[src/hw/rtl/rcfd_pkg.sv]
`default_nettype none

package rcfd_pkg;

  localparam int unsigned FrameBytes = 18;
  localparam int unsigned FillW      = $clog2(FrameBytes);
  localparam logic [FillW-1:0] LastFill = FillW'(FrameBytes - 1);

  localparam int unsigned CfgIdxW = 4;
  localparam logic [CfgIdxW-1:0] CfgDeadband = CfgIdxW'(0);
  localparam logic [CfgIdxW-1:0] CfgTimeout  = CfgIdxW'(1);

  localparam logic [9:0]  DeadbandRst = 10'd0;
  localparam logic [31:0] TimeoutRst  = 32'd100;

  localparam logic [10:0] StickMin = 11'd364;
  localparam logic [10:0] StickMax = 11'd1684;
  localparam logic [15:0] StickMid = 16'd1024;
  localparam logic [15:0] Span     = 16'd660;
  localparam logic [14:0] QOne     = 15'd16384;
  // ceil(2^30 / 165): |v| * 16384 / 660 == (|v| * RecipMul) >> 18 for |v| < 660
  localparam logic [22:0] RecipMul = 23'd6507527;
  localparam int unsigned RecipShift = 18;

  localparam logic [2:0] AxisDial = 3'd4;

  typedef enum logic [1:0] {
    EvFrame   = 2'd0,
    EvReject  = 2'd1,
    EvOffline = 2'd2
  } event_e;

  typedef struct packed {
    event_e          kind;
    logic [3:0][10:0] stick;
    logic [15:0]     dial;
    logic [1:0]      rsw;
    logic [1:0]      lsw;
    logic [15:0]     mx;
    logic [15:0]     my;
    logic [15:0]     mz;
    logic [1:0]      btn;
    logic [15:0]     kbd;
  } rcfd_job_t;

  typedef struct packed {
    event_e      ev;
    logic [2:0]  idx;
    logic [15:0] val;
    logic [15:0] nrm;
    logic [1:0]  rsw;
    logic [1:0]  lsw;
    logic [15:0] mx;
    logic [15:0] my;
    logic [15:0] mz;
    logic [1:0]  btn;
    logic [15:0] kbd;
    logic        last;
  } rcfd_res_t;

endpackage

`default_nettype wire

[src/hw/rtl/rcfd_ifs.sv]
`default_nettype none

interface rcfd_in_if;
  logic        valid;
  logic        ready;
  logic        cmd;
  logic [7:0]  data_byte;
  logic [15:0] elapsed_ms;

  modport source (output valid, cmd, data_byte, elapsed_ms, input ready);
  modport sink   (input valid, cmd, data_byte, elapsed_ms, output ready);
endinterface

interface rcfd_out_if;
  logic               valid;
  logic               ready;
  logic [1:0]         event_res;
  logic [2:0]         axis_index;
  logic signed [15:0] axis_value;
  logic signed [15:0] axis_normalized;
  logic [1:0]         sw_right;
  logic [1:0]         sw_left;
  logic signed [15:0] mouse_x;
  logic signed [15:0] mouse_y;
  logic signed [15:0] mouse_z;
  logic [1:0]         mouse_buttons;
  logic [15:0]        keyboard;
  logic               last;

  modport source (
    output valid, event_res, axis_index, axis_value, axis_normalized, sw_right,
           sw_left, mouse_x, mouse_y, mouse_z, mouse_buttons, keyboard, last,
    input  ready
  );
  modport sink (
    input  valid, event_res, axis_index, axis_value, axis_normalized, sw_right,
           sw_left, mouse_x, mouse_y, mouse_z, mouse_buttons, keyboard, last,
    output ready
  );
endinterface

`default_nettype wire

[src/hw/rtl/rcfd_cell.sv]
`default_nettype none

module rcfd_cell (
  input  logic       clk_i,
  input  logic       shift_i,
  input  logic [7:0] byte_i,
  output logic [7:0] byte_o
);

  logic [7:0] byte_q, byte_d;

  always_comb begin
    byte_d = shift_i ? byte_i : byte_q;
  end

  always_ff @(posedge clk_i) begin
    byte_q <= byte_d;
  end

  assign byte_o = byte_q;

endmodule

`default_nettype wire

[src/hw/rtl/rcfd_emit.sv]
`default_nettype none

module rcfd_emit import rcfd_pkg::*; (
  input  logic       clk_i,
  input  logic       rst_ni,
  input  logic       load_i,
  input  rcfd_job_t  job_i,
  input  logic [9:0] deadband_i,
  output logic       busy_o,
  rcfd_out_if.source out_ch
);

  logic      job_vld_q, job_vld_d;
  rcfd_job_t job_q;
  logic [2:0] k_q, k_d;
  logic      out_vld_q, out_vld_d;
  rcfd_res_t res_q, res_d;

  logic        step, frame, done, dead, big;
  logic [15:0] sel, v, mag;
  logic [32:0] prod;
  logic [14:0] qm;
  logic [15:0] nrm;

  always_comb begin
    step  = job_vld_q && (!out_vld_q || out_ch.ready);
    frame = (job_q.kind == EvFrame);
    done  = !frame || (k_q == AxisDial);

    sel  = (k_q == AxisDial) ? job_q.dial : {5'b0, job_q.stick[k_q[1:0]]};
    v    = sel - StickMid;
    mag  = v[15] ? (~v + 16'd1) : v;
    dead = mag < {6'b0, deadband_i};
    big  = mag >= Span;
    prod = 33'(mag[9:0]) * 33'(RecipMul);
    qm   = big ? QOne : prod[RecipShift +: 15];
    nrm  = dead ? 16'd0 : (v[15] ? (~{1'b0, qm} + 16'd1) : {1'b0, qm});

    res_d      = '0;
    res_d.ev   = job_q.kind;
    res_d.last = done;
    if (frame) begin
      res_d.idx = k_q;
      res_d.val = dead ? 16'd0 : v;
      res_d.nrm = nrm;
      res_d.rsw = job_q.rsw;
      res_d.lsw = job_q.lsw;
      res_d.mx  = job_q.mx;
      res_d.my  = job_q.my;
      res_d.mz  = job_q.mz;
      res_d.btn = job_q.btn;
      res_d.kbd = job_q.kbd;
    end

    job_vld_d = job_vld_q;
    k_d       = k_q;
    if (load_i) begin
      job_vld_d = 1'b1;
      k_d       = 3'd0;
    end else if (step) begin
      if (done) begin
        job_vld_d = 1'b0;
      end else begin
        k_d = k_q + 3'd1;
      end
    end

    out_vld_d = out_vld_q;
    if (step) begin
      out_vld_d = 1'b1;
    end else if (out_ch.ready) begin
      out_vld_d = 1'b0;
    end
  end

  always_ff @(posedge clk_i or negedge rst_ni) begin
    if (!rst_ni) begin
      job_vld_q <= 1'b0;
      k_q       <= 3'd0;
      out_vld_q <= 1'b0;
    end else begin
      job_vld_q <= job_vld_d;
      k_q       <= k_d;
      out_vld_q <= out_vld_d;
    end
  end

  always_ff @(posedge clk_i) begin
    if (load_i) begin
      job_q <= job_i;
    end
    if (step) begin
      res_q <= res_d;
    end
  end

  assign busy_o                 = job_vld_q;
  assign out_ch.valid           = out_vld_q;
  assign out_ch.event_res       = res_q.ev;
  assign out_ch.axis_index      = res_q.idx;
  assign out_ch.axis_value      = res_q.val;
  assign out_ch.axis_normalized = res_q.nrm;
  assign out_ch.sw_right        = res_q.rsw;
  assign out_ch.sw_left         = res_q.lsw;
  assign out_ch.mouse_x         = res_q.mx;
  assign out_ch.mouse_y         = res_q.my;
  assign out_ch.mouse_z         = res_q.mz;
  assign out_ch.mouse_buttons   = res_q.btn;
  assign out_ch.keyboard        = res_q.kbd;
  assign out_ch.last            = res_q.last;

endmodule

`default_nettype wire

[src/hw/rtl/rc_frame_resync_decoder_core.sv]
// Channel   | Dir | Beat
// ----------+-----+-------------------------------------------------------
// in_ch     | in  | cmd, data_byte, elapsed_ms (byte or time tick)
// out_ch    | out | one decoded axis, reject or offline result, last flag
// cfg_*     | in  | register write: index, data
//
// The byte that completes the 18-byte window sets the check flag, then the emitter
// moves one result per cycle, unless the output stalls, into the output register:
// a frame result passes the check flag and job register, a timeout the job register.
// Input holds off in the check state and until the last result is registered.
// An output stall holds the emitter, a shared multiplier normalizing each axis.
// Reset clears fill count, online flag and handshake state; no clearing pass.
`default_nettype none

module rc_frame_resync_decoder_core import rcfd_pkg::*; (
  input  logic               clk_i,
  input  logic               rst_ni,
  input  logic               cfg_we_i,
  input  logic [CfgIdxW-1:0] cfg_idx_i,
  input  logic [31:0]        cfg_wdata_i,
  rcfd_in_if.sink            in_ch,
  rcfd_out_if.source         out_ch
);

  logic [9:0]  deadband_q, deadband_d;
  logic [31:0] timeout_q, timeout_d;
  logic [FillW-1:0] fill_q, fill_d;
  logic        chk_q, chk_d;
  logic        online_q, online_d;
  logic [31:0] since_q, since_d;

  logic        busy, acc, byte_acc, tick_acc, frame_ok, hit, load;
  logic [32:0] sum;
  logic [31:0] sat;
  logic [7:0]  win [FrameBytes];
  logic [3:0][10:0] stick;
  logic [1:0]  rsw, lsw;
  rcfd_job_t   job;

  for (genvar i = 0; i < FrameBytes; i++) begin : g_cell
    logic [7:0] nb;
    if (i == FrameBytes - 1) begin : g_tail
      assign nb = in_ch.data_byte;
    end else begin : g_body
      assign nb = win[i+1];
    end
    rcfd_cell u_cell (
      .clk_i   (clk_i),
      .shift_i (byte_acc),
      .byte_i  (nb),
      .byte_o  (win[i])
    );
  end

  assign stick[0] = {win[1][2:0], win[0]};
  assign stick[1] = {win[2][5:0], win[1][7:3]};
  assign stick[2] = {win[4][0], win[3], win[2][7:6]};
  assign stick[3] = {win[5][3:0], win[4][7:1]};
  assign rsw      = win[5][5:4];
  assign lsw      = win[5][7:6];

  always_comb begin
    frame_ok = (rsw != 2'd0) && (lsw != 2'd0);
    for (int k = 0; k < 4; k++) begin
      if (stick[k] < StickMin || stick[k] > StickMax) begin
        frame_ok = 1'b0;
      end
    end
  end

  assign in_ch.ready = !chk_q && !busy;
  assign acc         = in_ch.valid && in_ch.ready;
  assign byte_acc    = acc && !in_ch.cmd;
  assign tick_acc    = acc && in_ch.cmd;

  always_comb begin
    sum = {1'b0, since_q} + {17'b0, in_ch.elapsed_ms};
    sat = sum[32] ? '1 : sum[31:0];
    hit = tick_acc && online_q && (sat >= timeout_q);
  end

  always_comb begin
    deadband_d = deadband_q;
    timeout_d  = timeout_q;
    if (cfg_we_i && cfg_idx_i == CfgDeadband) begin
      deadband_d = cfg_wdata_i[9:0];
    end
    if (cfg_we_i && cfg_idx_i == CfgTimeout) begin
      timeout_d = cfg_wdata_i;
    end

    fill_d   = fill_q;
    chk_d    = 1'b0;
    online_d = online_q;
    since_d  = since_q;
    if (byte_acc) begin
      if (fill_q == LastFill) begin
        chk_d = 1'b1;
      end else begin
        fill_d = fill_q + FillW'(1);
      end
    end
    if (chk_q && frame_ok) begin
      fill_d   = '0;
      online_d = 1'b1;
      since_d  = '0;
    end
    if (tick_acc && online_q) begin
      since_d = sat;
      if (hit) begin
        online_d = 1'b0;
      end
    end
  end

  always_comb begin
    load       = chk_q || hit;
    job.kind   = chk_q ? (frame_ok ? EvFrame : EvReject) : EvOffline;
    job.stick  = stick;
    job.dial   = {win[17], win[16]};
    job.rsw    = rsw;
    job.lsw    = lsw;
    job.mx     = {win[7], win[6]};
    job.my     = {win[9], win[8]};
    job.mz     = {win[11], win[10]};
    job.btn    = {win[13] != 8'd0, win[12] != 8'd0};
    job.kbd    = {win[15], win[14]};
  end

  rcfd_emit u_emit (
    .clk_i      (clk_i),
    .rst_ni     (rst_ni),
    .load_i     (load),
    .job_i      (job),
    .deadband_i (deadband_q),
    .busy_o     (busy),
    .out_ch     (out_ch)
  );

  always_ff @(posedge clk_i or negedge rst_ni) begin
    if (!rst_ni) begin
      deadband_q <= DeadbandRst;
      timeout_q  <= TimeoutRst;
      fill_q     <= '0;
      chk_q      <= 1'b0;
      online_q   <= 1'b0;
      since_q    <= TimeoutRst;
    end else begin
      deadband_q <= deadband_d;
      timeout_q  <= timeout_d;
      fill_q     <= fill_d;
      chk_q      <= chk_d;
      online_q   <= online_d;
      since_q    <= since_d;
    end
  end

`ifndef SYNTHESIS
  a_online_from_check : assert property (@(posedge clk_i) disable iff (!rst_ni)
    $rose(online_q) |-> $past(chk_q))
    else $error("online set without a frame check");

  a_single_is_last : assert property (@(posedge clk_i) disable iff (!rst_ni)
    (out_ch.valid && out_ch.event_res != EvFrame) |-> (out_ch.last && out_ch.axis_index == 3'd0))
    else $error("reject or offline result not a single last beat");

  a_full_holds_input : assert property (@(posedge clk_i) disable iff (!rst_ni)
    (byte_acc && fill_q == LastFill) |=> !in_ch.ready)
    else $error("input taken during frame check");

  a_fill_bound : assert property (@(posedge clk_i) disable iff (!rst_ni)
    fill_q <= LastFill)
    else $error("fill count beyond window");
`endif

endmodule

`default_nettype wire
[src/flat_wrapper.sv]
// flat-port wrapper written by rule: the top's interface ports become plain ports
module rc_frame_resync_decoder_core_flat import rcfd_pkg::*;
  (clk_i, rst_ni, cfg_we_i, cfg_idx_i, cfg_wdata_i, in_ch_valid, in_ch_cmd, in_ch_data_byte, in_ch_elapsed_ms, in_ch_ready, out_ch_valid, out_ch_event_res, out_ch_axis_index, out_ch_axis_value, out_ch_axis_normalized, out_ch_sw_right, out_ch_sw_left, out_ch_mouse_x, out_ch_mouse_y, out_ch_mouse_z, out_ch_mouse_buttons, out_ch_keyboard, out_ch_last, out_ch_ready);
  rcfd_in_if in_ch_i ();
  rcfd_out_if out_ch_i ();
  input  logic clk_i;
  input  logic rst_ni;
  input  logic cfg_we_i;
  input  logic [CfgIdxW-1:0] cfg_idx_i;
  input  logic [31:0] cfg_wdata_i;
  input wire logic [$bits(in_ch_i.valid)-1:0] in_ch_valid;
  input wire logic [$bits(in_ch_i.cmd)-1:0] in_ch_cmd;
  input wire logic [$bits(in_ch_i.data_byte)-1:0] in_ch_data_byte;
  input wire logic [$bits(in_ch_i.elapsed_ms)-1:0] in_ch_elapsed_ms;
  output wire logic [$bits(in_ch_i.ready)-1:0] in_ch_ready;
  output wire logic [$bits(out_ch_i.valid)-1:0] out_ch_valid;
  output wire logic [$bits(out_ch_i.event_res)-1:0] out_ch_event_res;
  output wire logic [$bits(out_ch_i.axis_index)-1:0] out_ch_axis_index;
  output wire logic [$bits(out_ch_i.axis_value)-1:0] out_ch_axis_value;
  output wire logic [$bits(out_ch_i.axis_normalized)-1:0] out_ch_axis_normalized;
  output wire logic [$bits(out_ch_i.sw_right)-1:0] out_ch_sw_right;
  output wire logic [$bits(out_ch_i.sw_left)-1:0] out_ch_sw_left;
  output wire logic [$bits(out_ch_i.mouse_x)-1:0] out_ch_mouse_x;
  output wire logic [$bits(out_ch_i.mouse_y)-1:0] out_ch_mouse_y;
  output wire logic [$bits(out_ch_i.mouse_z)-1:0] out_ch_mouse_z;
  output wire logic [$bits(out_ch_i.mouse_buttons)-1:0] out_ch_mouse_buttons;
  output wire logic [$bits(out_ch_i.keyboard)-1:0] out_ch_keyboard;
  output wire logic [$bits(out_ch_i.last)-1:0] out_ch_last;
  input wire logic [$bits(out_ch_i.ready)-1:0] out_ch_ready;
  assign in_ch_i.valid = in_ch_valid;
  assign in_ch_i.cmd = in_ch_cmd;
  assign in_ch_i.data_byte = in_ch_data_byte;
  assign in_ch_i.elapsed_ms = in_ch_elapsed_ms;
  assign in_ch_ready = in_ch_i.ready;
  assign out_ch_valid = out_ch_i.valid;
  assign out_ch_event_res = out_ch_i.event_res;
  assign out_ch_axis_index = out_ch_i.axis_index;
  assign out_ch_axis_value = out_ch_i.axis_value;
  assign out_ch_axis_normalized = out_ch_i.axis_normalized;
  assign out_ch_sw_right = out_ch_i.sw_right;
  assign out_ch_sw_left = out_ch_i.sw_left;
  assign out_ch_mouse_x = out_ch_i.mouse_x;
  assign out_ch_mouse_y = out_ch_i.mouse_y;
  assign out_ch_mouse_z = out_ch_i.mouse_z;
  assign out_ch_mouse_buttons = out_ch_i.mouse_buttons;
  assign out_ch_keyboard = out_ch_i.keyboard;
  assign out_ch_last = out_ch_i.last;
  assign out_ch_i.ready = out_ch_ready;
  rc_frame_resync_decoder_core u_core (.clk_i(clk_i), .rst_ni(rst_ni), .cfg_we_i(cfg_we_i), .cfg_idx_i(cfg_idx_i), .cfg_wdata_i(cfg_wdata_i), .in_ch(in_ch_i), .out_ch(out_ch_i));
endmodule
[config.mk]
export PLATFORM = sky130hd
export DESIGN_NAME = rc_frame_resync_decoder_core_flat
export DESIGN_NICKNAME = d
export VERILOG_FILES = /design/src/hw/rtl/rcfd_pkg.sv /design/src/hw/rtl/rcfd_ifs.sv /design/src/hw/rtl/rcfd_cell.sv /design/src/hw/rtl/rcfd_emit.sv /design/src/hw/rtl/rc_frame_resync_decoder_core.sv /design/src/flat_wrapper.sv
export SDC_FILE = /design/constraint.sdc
export NUM_CORES = 1
export LEC_CHECK = 0
export BUFFER_PORTS_ARGS = -buffer_cell sky130_fd_sc_hd__buf_2
export CAP_MARGIN = 20
export CORE_ASPECT_RATIO = 1.1
export CORE_UTILIZATION = 45
export CTS_CLUSTER_SIZE = 30
export DETAILED_ROUTE_END_ITERATION = 7
export HOLD_SLACK_MARGIN = 0.08
export PLACE_DENSITY_LB_ADDON = 0.25
export RECOVER_POWER = 25
export SLEW_MARGIN = 5
export SYNTH_ARGS = -nofsm -noshare
export SYNTH_HDL_FRONTEND = slang
export SYNTH_SLANG_ARGS = --single-unit
[constraint.sdc]
create_clock -name clk_i -period 10.4 [get_ports clk_i]
set_input_delay 1.56 -clock clk_i [delete_from_list [all_inputs] [get_ports clk_i]]
set_output_delay 1.56 -clock clk_i [all_outputs]
set_load 0.01 [all_outputs]
Word-level counts from Yosys, hierarchy flattened
Index checks and enable logic that the tools add are counted.
{ "word_totals": {"reg_bits": 470, "in_bits": 66, "word_cells": 150} }
{ "op_classes": {"n_addsub": 6, "n_mul": 1, "order_cmp": 12, "n_eq_ne": 5, "mux": 30, "n_bitwise": 4, "n_reduce_logical": 39} }
{ "ops": {"columns": ["operator", "count"], "rows": [
  ["32-bit 2-to-1 mux", 3],
  ["11-bit greater-than comparator (second input constant)", 4],
  ["11-bit by 9-bit less-than comparator with 1-bit output (second input constant)", 4],
  ["32-bit by 16-bit adder with 33-bit output", 1],
  ["10-bit by 23-bit multiplier with 33-bit output (second input constant)", 1],
  ["16-bit by 1-bit adder with 16-bit output (second input constant)", 2],
  ["32-bit >= comparator", 1],
  ["16-bit 2-to-1 mux", 2],
  ["15-bit 2-to-1 mux", 2],
  ["11-bit binary-select mux with 2-bit select", 1],
  ["16-bit by 10-bit >= comparator with 1-bit output (second input constant)", 1],
  ["16-bit by 10-bit less-than comparator with 1-bit output", 1],
  ["15-bit inverter with 16-bit output", 1],
  ["16-bit inverter", 1],
  ["8-bit nonzero test", 2],
  ["16-bit by 11-bit subtractor with 16-bit output (second input constant)", 1],
  ["1-bit 2-to-1 mux", 15],
  ["5-bit 2-to-1 mux", 3],
  ["2-bit nonzero test", 7],
  ["1-bit logical AND", 11],
  ["11-bit 2-to-1 mux", 1],
  ["3-bit 2-to-1 mux", 3],
  ["1-bit logical OR", 7],
  ["2-bit AND reduction", 3],
  ["14 further kinds", 19]
]} }

Longest topological paths before layout
{ "logic_depth": {"word_depth": 12, "mapped_depth": 38} }

Hierarchy
Synthesis repeated with hierarchy kept, for this count alone.
{ "unflattened": {"cells_unflattened": 1822, "hier_area_um2": 23643.9} }
{ "modules_own_cells": {"columns": ["mod", "n_inst", "cells_each", "area_per_inst_um2", "seq_area_each_um2"], "rows": [
  ["rcfd_emit", 1, 1056, 13482.9, 7332.0],
  ["rc_frame_resync_decoder_core", 1, 622, 5836.8, 2034.5],
  ["rcfd_cell", 18, 8, 240.2, 240.2]
]} }

Least setup slack after synthesis
Ideal clock, no wire load.
{ "synth_path": {"path_kind": "input -> register", "startpoint": "input in_ch_elapsed_ms[1]", "endpoint": "register u_core.u_emit.job_q[0] (netlist bit) (enable)", "setup_ns": 0.646, "arrival_time_ns": 11.412, "t_required_ns": 9.754, "setup_slack_ns": -1.658, "path_stages": 24, "path_cell_list": "ha_1 -> a21o_1 -> a21oi_1 -> o21ai_1 -> a2111o_1 -> a311oi_1 -> o21ai_1 -> a31o_2 -> a2111oi_2 -> nor3b_1 -> clkbuf_1 -> xnor2_1 -> nand2_1 -> ha_1 -> a21o_1 -> a21o_1 -> a21o_1 -> a21o_1 -> a21oi_1 -> nor2b_1 -> o21ai_0 -> nand2_1 -> a31oi_1 -> o21ai_1"} }
{ "synth_between": {"elab_chain_len": 5} }
{ "synth_rtl": {"columns": ["element", "line", "rtl"], "rows": [
  ["start, declared", "flat_wrapper.sv:14", "input wire logic [$bits(in_ch_i.elapsed_ms)-1:0] in_ch_elapsed_ms;"],
  ["32-bit by 16-bit adder with 33-bit output", "rc_frame_resync_decoder_core.sv:77", "sum = {1'b0, since_q} + {17'b0, in_ch.elapsed_ms};"],
  ["32-bit 2-to-1 mux", "rc_frame_resync_decoder_core.sv:78", "sat = sum[32] ? '1 : sum[31:0];"],
  ["32-bit >= comparator", "rc_frame_resync_decoder_core.sv:79", "hit = tick_acc && online_q && (sat >= timeout_q);"],
  ["1-bit logical AND", "rc_frame_resync_decoder_core.sv:79", null],
  ["1-bit logical OR", "rc_frame_resync_decoder_core.sv:117", "load = chk_q || hit;"],
  ["net u_core.load", "rc_frame_resync_decoder_core.sv:32", "logic busy, acc, byte_acc, tick_acc, frame_ok, hit, load;"],
  ["end signal, assigned", "rcfd_emit.sv:90", "job_q <= job_i;"],
  ["end, declared", "rcfd_emit.sv:14", "rcfd_job_t job_q;"]
]} }
The timed path passes the listed nets, and every way through them passes these cells.
A chain may end at the register's enable or synchronous reset.

Worst setup path after layout
{ "layout_path": {"startpoint": "register u_core.u_emit.k_q[1]", "endpoint": "register u_core.u_emit.res_q (netlist bit u_core.u_emit.out_ch.axis_normalized[14]), data pin"} }
{ "layout_between": {"elab_chain_len": 12, "word_cells_on_any_way": 16, "classes_between": "add/sub: 3; mul: 1; order compare: 2; eq/ne: 1; mux: 6; bitwise: 2; reduce/logical: 1"} }
{ "layout_rtl": {"columns": ["element", "line", "rtl"], "rows": [
  ["start, declared", "rcfd_emit.sv:15", "logic [2:0] k_q, k_d;"],
  ["start signal, assigned", "rcfd_emit.sv:83", "k_q <= k_d;"],
  ["11-bit binary-select mux with 2-bit select", "rcfd_emit.sv:30", "sel = (k_q == AxisDial) ? job_q.dial : {5'b0, job_q.stick[k_q[1:0]]};"],
  ["11-bit 2-to-1 mux (implied by the code)", "rcfd_emit.sv:30", null],
  ["16-bit 2-to-1 mux (*)", "rcfd_emit.sv:30", null],
  ["16-bit by 11-bit subtractor with 16-bit output (*)", "rcfd_emit.sv:31", "v = sel - StickMid;"],
  ["16-bit inverter", "rcfd_emit.sv:32", "mag = v[15] ? (~v + 16'd1) : v;"],
  ["16-bit by 1-bit adder with 16-bit output", "rcfd_emit.sv:32", null],
  ["16-bit 2-to-1 mux", "rcfd_emit.sv:32", null],
  ["10-bit by 23-bit multiplier with 33-bit output / 16-bit by 10-bit >= comparator with 1-bit output (equally long branches)", "rcfd_emit.sv:35, rcfd_emit.sv:34", null],
  ["15-bit 2-to-1 mux", "rcfd_emit.sv:36", "qm = big ? QOne : prod[RecipShift +: 15];"],
  ["15-bit inverter with 16-bit output", "rcfd_emit.sv:37", "nrm = dead ? 16'd0 : (v[15] ? (~{1'b0, qm} + 16'd1) : {1'b0, qm});"],
  ["16-bit by 1-bit adder with 16-bit output", "rcfd_emit.sv:37", null],
  ["15-bit 2-to-1 mux", "rcfd_emit.sv:37", null],
  ["end signal, assigned", "rcfd_emit.sv:93", "res_q <= res_d;"],
  ["end, declared", "rcfd_emit.sv:17", "rcfd_res_t res_q, res_d;"]
]} }
Every way passes the cells marked *; elsewhere a longest branch is shown, timed or not. The select of a mux whose other input is x is not followed.

==> results.cfg <==
[outcome]
status = finished clean

[worst_setup_path]
critical_path_class = reg2reg
worstReg2RegStart = u_core.u_emit.k_q[1]
crit_end_element = register
required_time_reported_for_the_critical_path_endpoint_ns = 10.76
r2r.worst_path.cells = 27
startpoint = u_core.u_emit.k_q[1]
regToRegEndpoint = u_core.u_emit.out_ch.axis_normalized[14]
largest_incremental_delay_on_the_critical_path_ns = 0.78
worstPathMaxFanout = 19
cp-start-kind = register
crit_slowest_cell = sky130_fd_sc_hd__dfrtp_1
setup.reg_to_reg.worst_slack_ns = 1.23
worst-endpoint-arrival_ns = 9.53

[timing]
finalCritPeriodShare_pct = 88.2
clock_skew_ns = 0.0412
max_fclk_mhz = 109
rsz0062_at_grt = no
finalWorstPathRequiredPeriod_ns = 9.17
final-hold-violation-count = 0
post-route-worst-setup-slack_ns = 1.23
slew-limit-headroom_pct = 26.1
finalSetupTns_ns = 0
worstMarginPinSlew_ns = 1.10
setup_viol_count_final = 0
maxSlewViolCount = 0

[clock_network]
post_cts_buffers = 0
cts-hold-fix-buffers = 0
numCtsBuffers = 47
clock_insertion_delay_at_the_later_pin_of_the_skew_report_ns = 0.61
cts-htree-levels = 2
clock_input_transition_at_the_sequential_cells_of_the_worst_setup_and_hold_paths_ns = 0.07
clock_tree.buffer_depth = 3
cts.root.buffer_cell = sky130_fd_sc_hd__clkbuf_16
cts.sink_count = 470
tritoncts_clock_tree = done
cts-resized-gates = 0

[global_routing]
gr-usage-all-layers_pct = 20.6
busiest_layer = met2
grt_remaining_overflow = 0
pin_count_of_the_biggest_net_entering_global_routing = 82
initial_antenna_violation_count = 7
vias_in_the_first_global_route = 14400
grt_use_met2_pct = 34.8
grt_pass1_wl_microns = 82300
grtUsageMet3_pct = 3.88
groute.layer.met1.usage_pct = 26.6

[min_path]
min_to = u_core.u_emit.job_q[55]
hold_path.class = reg2reg
min_delay_path_depth = 0
hold_start = u_core.g_cell[6].u_cell.byte_o[5]

[finish]
post_route_cells_drive_above_1_share_pct = 18.8
fillCellCount = 4387
seqCellArea_sq_um = 13700
num-nets-final = 2242
final_core_utilization_pct = 51.8
fin_area_sq_um = 26500
multiInputGateArea_sq_um = 8880
area.growth.synth_to_final_pct = 13.8

[placed_design]
post_dp_cell_area_sq_um = 25000
io_buffers = 175
post-place-ws_ns = 1.23
globalplace.congestion = 0.926
dp_hpwl_microns = 39400

[floorplan]
overall_die_width_microns = 219
std_cell_rows = 87
die_h_microns = 241
coreArea_sq_um = 51300
initial_core_util_pct = 45.5
die_area_sq_um = 52700
top_level_ports = 176

[yosys]
synth_seq_area_share_pct = 58.7
synth_area_leader_cell = sky130_fd_sc_hd__edfxtp_1
ys_async_sr_fraction_pct = 18.3
avgSynthCellArea_sq_um = 13.2
synthFlopType = sky130_fd_sc_hd__edfxtp_1
ys_top_cells_by_area = sky130_fd_sc_hd__edfxtp_1, sky130_fd_sc_hd__ha_1, sky130_fd_sc_hd__dfrtp_1
synth-edff-count = 384
flops_latches_synth = 470
synthesis.area_sq_um = 23300
yosys.cell_count.top_type = sky130_fd_sc_hd__edfxtp_1
synth_nets = 2044
distinct_cell_type_count_of_the_synthesized_netlist = 106
synth.cells.most_frequent = sky130_fd_sc_hd__edfxtp_1, sky130_fd_sc_hd__ha_1, sky130_fd_sc_hd__inv_1, sky130_fd_sc_hd__nand2_1, sky130_fd_sc_hd__nor2_1
yosys.area.top_type_share_pct = 49.4
ys.warnings.count = 0
synthCells = 1764

[run]
maxCapViolCount = 0

[drt]
post_drt_via_cell_ratio = 5.37
drc = 0
drt_pass1_iterations = 6
detail-route-antenna-nets = 0
wire_per_inst_microns = 20.2
first_iter_violations = 841
num_vias = 14300
drt-total-wl_microns = 53900
cell type report:
cell class,instances,area share (%)
Timing Repair Buffer,197,3.98
Clock inverter,30,1.01
Clock buffer,55,4.55
Multi-Input combinational cell,1089,33.5
Tap cell,667,3.15
Antenna cell,4,0.0377
Inverter,157,2.22
Sequential cell,470,51.6
worst max path at each step:
stage	to	slack, ns	cells after the start
2_1_floorplan	u_core.u_emit.job_q[0]	0.94	24
3_3_place_gp	u_core.u_emit.out_ch.axis_normalized[14]	1.40	27
3_5_place_dp	u_core.u_emit.out_ch.axis_normalized[14]	1.23	32
4_1_cts	u_core.u_emit.out_ch.axis_normalized[14]	1.20	32
5_1_grt	u_core.u_emit.out_ch.axis_normalized[14]	0.54	32
6_report	u_core.u_emit.out_ch.axis_normalized[14]	1.23	27
cells by family (layout without fill, tap and decap cells):
group                      count (synthesis)  in the layout  share of synthesized area [%]
AOI/OAI and AO/OA                        301            301                           9.47
xor gates and xnor gates                  55             55                           2.27
DFF                                      470            470                           58.7
muxes                                     65             65                           3.47
and+or+nand+nor                          454            454                           9.98
adders and majority gates                214            214                           12.6
other                                      0              4                              0
buffers and inverters                    205            439                           3.48
layout by cell type (no fill, tap or decap), types with 17 or more instances in the layout:
cell	instances
sky130_fd_sc_hd__mux2_2	39
sky130_fd_sc_hd__nand3_1	30
sky130_fd_sc_hd__buf_2	174
sky130_fd_sc_hd__edfxtp_1	384
sky130_fd_sc_hd__inv_1	155
sky130_fd_sc_hd__nor3_1	26
sky130_fd_sc_hd__a21oi_1	70
sky130_fd_sc_hd__dfrtp_1	80
sky130_fd_sc_hd__ha_1	178
sky130_fd_sc_hd__nand4_1	17
sky130_fd_sc_hd__nand2_1	108
sky130_fd_sc_hd__clkbuf_16	47
sky130_fd_sc_hd__nor2_1	98
sky130_fd_sc_hd__xnor2_1	29
sky130_fd_sc_hd__xor2_1	22
sky130_fd_sc_hd__and2_1	83
sky130_fd_sc_hd__o21ai_0	51
sky130_fd_sc_hd__fa_1	36
sky130_fd_sc_hd__buf_4	22
sky130_fd_sc_hd__a21o_1	37
sequential cells by signal, summed over array words and instances (netlist names), 3 cells and up:
name,cells
u_core.g_cell.u_cell.byte_o,144
u_core.u_emit.out_ch.mouse_x,16
u_core.u_emit.out_ch.axis_normalized,16
u_core.u_emit.out_ch.axis_index,3
u_core.u_emit.out_ch.keyboard,16
u_core.u_emit.out_ch.mouse_y,16
u_core.u_emit.out_ch.axis_value,16
u_core.timeout_q,32
u_core.fill_q,5
u_core.since_q,32
u_core.u_emit.k_q,3
u_core.u_emit.job_q,132
u_core.u_emit.out_ch.mouse_z,16
u_core.deadband_q,10
per-stage QoR:
stage	std cells	hold WS [ns]
6_report	2669	0.440
5_1_grt	2667	0.443
4_1_cts	2665	0.435
3_5_place_dp	2580	0.430
3_3_place_gp	2580	0.427
2_1_floorplan	1764	0.421
critical path: cells and delay by family (launching register included):
kind	cells	cell delay, ns
fa+ha+maj	7	2.96
compound gates	7	2.03
simple gates	5	1.72
mux	3	0.92
flops	1	0.78
buf+inv	4	0.28
xor+xnor	1	0.20
layer usage:
metal  up-vias  part of all wire, %
li1       6859                    -
met1      7026                   42
met4         8                  3.3
met3       100                  4.9
met5         -                0.082
met2       331                   49
Power is not shown: default switching activity piles up to over one toggle a cycle in this logic, so the estimate is an artifact.
